[config.mk]
export PLATFORM = sky130hd
export DESIGN_NAME = vsma_mac
export DESIGN_NICKNAME = d
export VERILOG_FILES = /design/src/hw/rtl/vsma_pkg.sv /design/src/hw/rtl/vsma_mac.sv
export SDC_FILE = /design/constraint.sdc
export NUM_CORES = 1
export LEC_CHECK = 0
export ABC_AREA = 1
export BUFFER_PORTS_ARGS = -buffer_cell sky130_fd_sc_hd__buf_2
export CAP_MARGIN = 20
export CELL_PAD_IN_SITES_DETAIL_PLACEMENT = 1
export CELL_PAD_IN_SITES_GLOBAL_PLACEMENT = 1
export CORE_ASPECT_RATIO = 0.75
export CORE_UTILIZATION = 51
export DETAILED_ROUTE_END_ITERATION = 8
export GPL_TIMING_DRIVEN = 0
export PLACE_DENSITY = 0.95
export SYNTH_ARGS = -nofsm -noshare
export SYNTH_HDL_FRONTEND = slang
export SYNTH_SLANG_ARGS = --single-unit
export TNS_END_PERCENT = 50
[constraint.sdc]
create_clock -name clk -period 18.45 [get_ports clk]
set_input_delay 1.845 -clock clk [delete_from_list [all_inputs] [get_ports clk]]
set_output_delay 1.845 -clock clk [all_outputs]
set_load 0.01 [all_outputs]
[src/hw/rtl/vsma_pkg.sv]
// ----------------------------------------------------------------------------
// vsma_pkg
// shared constants, codes and types of the mix bus accumulator
// ----------------------------------------------------------------------------
package vsma_pkg;

    // default geometry
    localparam int MAX_GROUPS_DEF        = 8;
    localparam int SAMPLES_PER_BLOCK_DEF = 64;
    localparam int BLOCKS_PER_RENDER_DEF = 16;

    // configuration register indexes
    localparam logic [1:0] REG_AUDIO_GROUPS   = 2'd0;
    localparam logic [1:0] REG_REVERB_SEND_ON = 2'd1;
    localparam logic [1:0] REG_CHORUS_SEND_ON = 2'd2;

    // configuration reset values
    localparam logic [3:0] AUDIO_GROUPS_RST   = 4'd1;
    localparam logic       REVERB_SEND_ON_RST = 1'b1;
    localparam logic       CHORUS_SEND_ON_RST = 1'b1;

    // item kinds
    localparam logic KIND_MIX  = 1'b0;
    localparam logic KIND_READ = 1'b1;

    // result status codes
    localparam logic [1:0] ST_OK    = 2'd0;
    localparam logic [1:0] ST_RANGE = 2'd1;
    localparam logic [1:0] ST_SKIP  = 2'd2;

    // field widths
    localparam int SAMPLE_W  = 16;
    localparam int GAIN_W    = 18;
    localparam int PROD_W    = SAMPLE_W + GAIN_W;
    localparam int ACC_W     = 32;
    localparam int RND_SHIFT = 14;
    localparam int RND_W     = PROD_W + 1 - RND_SHIFT;

    // multiply-accumulate stage enables
    typedef struct packed {
        logic mul_en;
        logic rnd_en;
    } mac_ctrl_t;

endpackage

[src/hw/rtl/vsma_mac.sv]
// ----------------------------------------------------------------------------
// vsma_mac
// registered multiply, registered round to Q17.15, saturating add
// ----------------------------------------------------------------------------
module vsma_mac
    import vsma_pkg::*;
(
    input  logic                       clk,
    input  mac_ctrl_t                  ctrl,
    input  logic signed [SAMPLE_W-1:0] sample,
    input  logic signed [GAIN_W-1:0]   gain,
    input  logic signed [ACC_W-1:0]    acc,
    output logic signed [ACC_W-1:0]    sum_sat
);

    logic signed [PROD_W-1:0] prod_reg;
    logic signed [RND_W-1:0]  rnd_reg;
    logic signed [PROD_W:0]   biased;
    logic signed [ACC_W:0]    sum;

    always_ff @(posedge clk)
    begin
        if (ctrl.mul_en)
        begin
            prod_reg <= PROD_W'(sample) * PROD_W'(gain);
        end
    end

    // round half up: add half an lsb, then floor
    assign biased = {prod_reg[PROD_W-1], prod_reg} + (PROD_W+1)'(1 << (RND_SHIFT - 1));

    always_ff @(posedge clk)
    begin
        if (ctrl.rnd_en)
        begin
            rnd_reg <= biased[PROD_W:RND_SHIFT];
        end
    end

    assign sum = {acc[ACC_W-1], acc} + (ACC_W+1)'(rnd_reg);

    always_comb
    begin
        if (sum[ACC_W] != sum[ACC_W-1])
        begin
            sum_sat = sum[ACC_W] ? {1'b1, {(ACC_W-1){1'b0}}} : {1'b0, {(ACC_W-1){1'b1}}};
        end
        else
        begin
            sum_sat = sum[ACC_W-1:0];
        end
    end

endmodule

==> flow_results.xml <==
<?xml version="1.0" encoding="UTF-8"?>
<metrics>
  <group name="cts">
    <metric name="max-clock-path-buffers" unit="">2</metric>
    <metric name="ctsHtreeMaxLevel" unit="">2</metric>
    <metric name="numCtsBuffers" unit="">5</metric>
    <metric name="clk_root_buffer_cell" unit="">sky130_fd_sc_hd__clkbuf_16</metric>
    <metric name="clock_latency" unit="ps">290</metric>
    <metric name="tritoncts_num_sinks" unit="">42</metric>
    <metric name="cts_tree" unit="">built</metric>
    <metric name="post_cts_resized" unit="">0</metric>
    <metric name="clkSlewWorstSetupHoldPaths" unit="ps">60</metric>
    <metric name="cts_hold_buffers" unit="">0</metric>
    <metric name="cts_setup_buffers" unit="">0</metric>
  </group>
  <group name="synthesis">
    <metric name="synth.cell_area" unit="sq um">15500</metric>
    <metric name="postSynthAreaPerCell" unit="sq um">7.31</metric>
    <metric name="asyncSetResetFlopFracSynth" unit="%">0</metric>
    <metric name="synthFlopType" unit="">sky130_fd_sc_hd__edfxtp_1</metric>
    <metric name="number_of_flops_mapped_to_enable_cells_by_yosys" unit="">42</metric>
    <metric name="synth_common_cells" unit="">645 x sky130_fd_sc_hd__nand2_1, 570 x sky130_fd_sc_hd__inv_1, 290 x sky130_fd_sc_hd__fa_1</metric>
    <metric name="synth_fp_nets" unit="">2595</metric>
    <metric name="synthDominantAreaCellType" unit="">sky130_fd_sc_hd__fa_1</metric>
    <metric name="yosysSeqAreaShare" unit="%">8.14</metric>
    <metric name="post_synth_top_area_share" unit="%">37.5</metric>
    <metric name="yosysMostFrequentCell" unit="">sky130_fd_sc_hd__nand2_1</metric>
    <metric name="ys_seq_elements" unit="">42</metric>
    <metric name="synthesis.instances" unit="">2120</metric>
    <metric name="largest_cells_by_area_after_synthesis" unit="">sky130_fd_sc_hd__fa_1 37%, sky130_fd_sc_hd__nand2_1 16%, sky130_fd_sc_hd__inv_1 14%</metric>
    <metric name="yosys_warnings" unit="">0</metric>
    <metric name="synth_cell_type_count" unit="">32</metric>
  </group>
  <group name="layout">
    <metric name="finish.instance_area" unit="sq um">16500</metric>
    <metric name="final_net_count" unit="">2674</metric>
    <metric name="layout-drive-gt1-share" unit="%">5.09</metric>
    <metric name="layout.core_utilization" unit="%">56.0</metric>
    <metric name="area.growth.synth_to_final" unit="%">6.44</metric>
  </group>
  <group name="status">
    <metric name="outcome" unit="">complete, no violations</metric>
  </group>
  <group name="worst_setup_path">
    <metric name="cpLargestDelayFamily" unit="">adder cells</metric>
    <metric name="startpoint_type" unit="">input pin</metric>
    <metric name="timing.critical_path.slowest_cell_delay" unit="ps">790</metric>
    <metric name="cpMaxStageDelayCell" unit="">sky130_fd_sc_hd__fa_1</metric>
    <metric name="number_of_buffer_and_inverter_stages_on_the_critical_path" unit="">6</metric>
    <metric name="worst-endpoint-arrival" unit="ps">8630</metric>
    <metric name="worst-endpoint-required" unit="ps">18490</metric>
    <metric name="crit_top_cell" unit="">sky130_fd_sc_hd__fa_1</metric>
    <metric name="timing.critical_path.cells" unit="">clkbuf_1, clkbuf_1, nand2_1, fa_1, inv_1, fa_1, inv_1, fa_1, inv_1, fa_1, fa_1, fa_1, ha_1, nand2_1, nor2_1, inv_1, nor2_1, nand4_1, nand3_1, nand2_1</metric>
    <metric name="cp_max_fo" unit="">10</metric>
    <metric name="crit_path_class" unit="">in -&gt; reg</metric>
    <metric name="endpoint_kind" unit="">register</metric>
  </group>
  <group name="grt">
    <metric name="gr-usage-all-layers" unit="%">38.3</metric>
    <metric name="antenna_found_initial" unit="">3</metric>
    <metric name="number_of_global_route_vias_before_repair" unit="">16600</metric>
    <metric name="grt_first_pass_wirelength" unit="um">89800</metric>
    <metric name="grt_remaining_overflow" unit="">0</metric>
    <metric name="largest_net_degree_at_the_start_of_global_routing" unit="">22</metric>
  </group>
  <group name="routing">
    <metric name="number_of_vias_after_detailed_routing" unit="">14600</metric>
    <metric name="detail_route.wirelength" unit="um">57300</metric>
    <metric name="drc" unit="">0</metric>
    <metric name="route.detailed.vias_per_inst" unit="">5.63</metric>
    <metric name="routedWlPerCell" unit="um">22.1</metric>
    <metric name="detailedRoute.firstPassIterationCount" unit="">6</metric>
    <metric name="drt.antenna.violating_nets" unit="">0</metric>
    <metric name="detail_route.iter0.violations" unit="">1327</metric>
  </group>
  <group name="timing">
    <metric name="finalSetupTns" unit="ps">0</metric>
    <metric name="max_slew_margin_vs_limit" unit="%">40.9</metric>
    <metric name="final_period_minus_worst_setup_slack" unit="ps">8590</metric>
    <metric name="clock_skew" unit="ps">7.49</metric>
    <metric name="period_share" unit="%">46.6</metric>
    <metric name="setup_violations" unit="">0</metric>
    <metric name="timing.final.hold_violations" unit="">0</metric>
    <metric name="maxClockFrequency" unit="GHz">0.116</metric>
    <metric name="rsz0062_at_grt" unit="">false</metric>
    <metric name="tightestPinTransition" unit="ps">886</metric>
    <metric name="slew_viol_final" unit="">0</metric>
    <metric name="worst_hold_slack" unit="ps">600</metric>
  </group>
  <group name="placement">
    <metric name="globalplace.congestion" unit="">0.973</metric>
    <metric name="postPlaceCellArea" unit="sq um">16300</metric>
    <metric name="port-buffer-count" unit="">72</metric>
    <metric name="hpwlAfterDp" unit="um">48900</metric>
  </group>
  <group name="die">
    <metric name="die_h" unit="um">153</metric>
    <metric name="std_cell_rows" unit="">54</metric>
    <metric name="die-area" unit="sq um">31100</metric>
    <metric name="initial_core_util" unit="%">52.6</metric>
    <metric name="design.portCount" unit="">101</metric>
    <metric name="die_width" unit="um">203</metric>
    <metric name="core" unit="sq um">29500</metric>
  </group>
  <group name="worst_hold_path">
    <metric name="hold_class" unit="">reg -&gt; reg</metric>
  </group>
  <group name="job">
    <metric name="max-cap-violations" unit="">0</metric>
  </group>
</metrics>
## cell usage in the layout, fill, tap and decap left out, drive strengths merged
cell    instances
nand3          55
or2             7
o21bai          9
nand4          18
o21a            4
a31oi           5
inv           576
o21ai          28
a21oi          65
nor3            5
a21o            6
diode           1
clkinv          3
clkbuf         62
xnor2          14
and3            3
o211ai          2
nand2         651
ha            116
nor2          112
buf            83
edfxtp         42
fa            290
nor4            4
xor2           40
## layer usage
layer	vias up	GRT usage [%]	share of wire, %
met1	7161	48.4	38
met4	2	18.8	5.2
met2	880	61.3	46
li1	6308	-	-
met3	248	9.42	11
met5	-	0	0.021
## worst reg2reg max path, stage by stage (launching register included)
cell	delay [ps]
sky130_fd_sc_hd__edfxtp_1	370
sky130_fd_sc_hd__ha_1	190
sky130_fd_sc_hd__nand3_1	170
sky130_fd_sc_hd__nor2_2	200
sky130_fd_sc_hd__nand3_1	200
sky130_fd_sc_hd__nor2_1	260
sky130_fd_sc_hd__nand3_1	220
sky130_fd_sc_hd__nor2_1	210
sky130_fd_sc_hd__nand4_1	120
sky130_fd_sc_hd__xor2_1	160
## path summary, 6_finish.rpt
kind                            depth (start not counted)      endpoint         start  slack [ps]
worst max-delay path                                   20  prod_reg[30]     sample[5]        9860
worst min register to register                          1    rnd_reg[0]  prod_reg[13]         600
worst max register to register                          9   rnd_reg[19]  prod_reg[14]       16100
worst min-delay path                                    1    rnd_reg[0]  prod_reg[13]         600
## through the flow
stage	setup WS, ps	instances
after CTS	9990	2592
after global routing	9640	2592
after floorplan	11280	2120
final	9860	2593
after detailed placement	9810	2584
after global placement	10200	2584
## layout make-up
class / instances / area, sq um
fillers: 3925 / 13000
multi-input cells: 1434 / 11800
inverters: 576 / 2160
flip-flops and latches: 42 / 1260
well taps: 392 / 490
repair buffers: 72 / 360
plain buffers: 68 / 284
clock buffers: 5 / 125
clock inverters: 3 / 18.8
diodes: 1 / 2.50
## kinds of logic after synthesis
family,Yosys count,synth area share [%]
and+or+nand+nor,855,21.9
DFF,42,8.14
adders and majority gates,406,46.8
buffers and inverters,644,15.8
AOI/OAI and AO/OA,119,4.27
xor gates and xnor gates,54,3.05
Power is not shown: default switching activity piles up to over one toggle a cycle in this logic, so the estimate is an artifact.
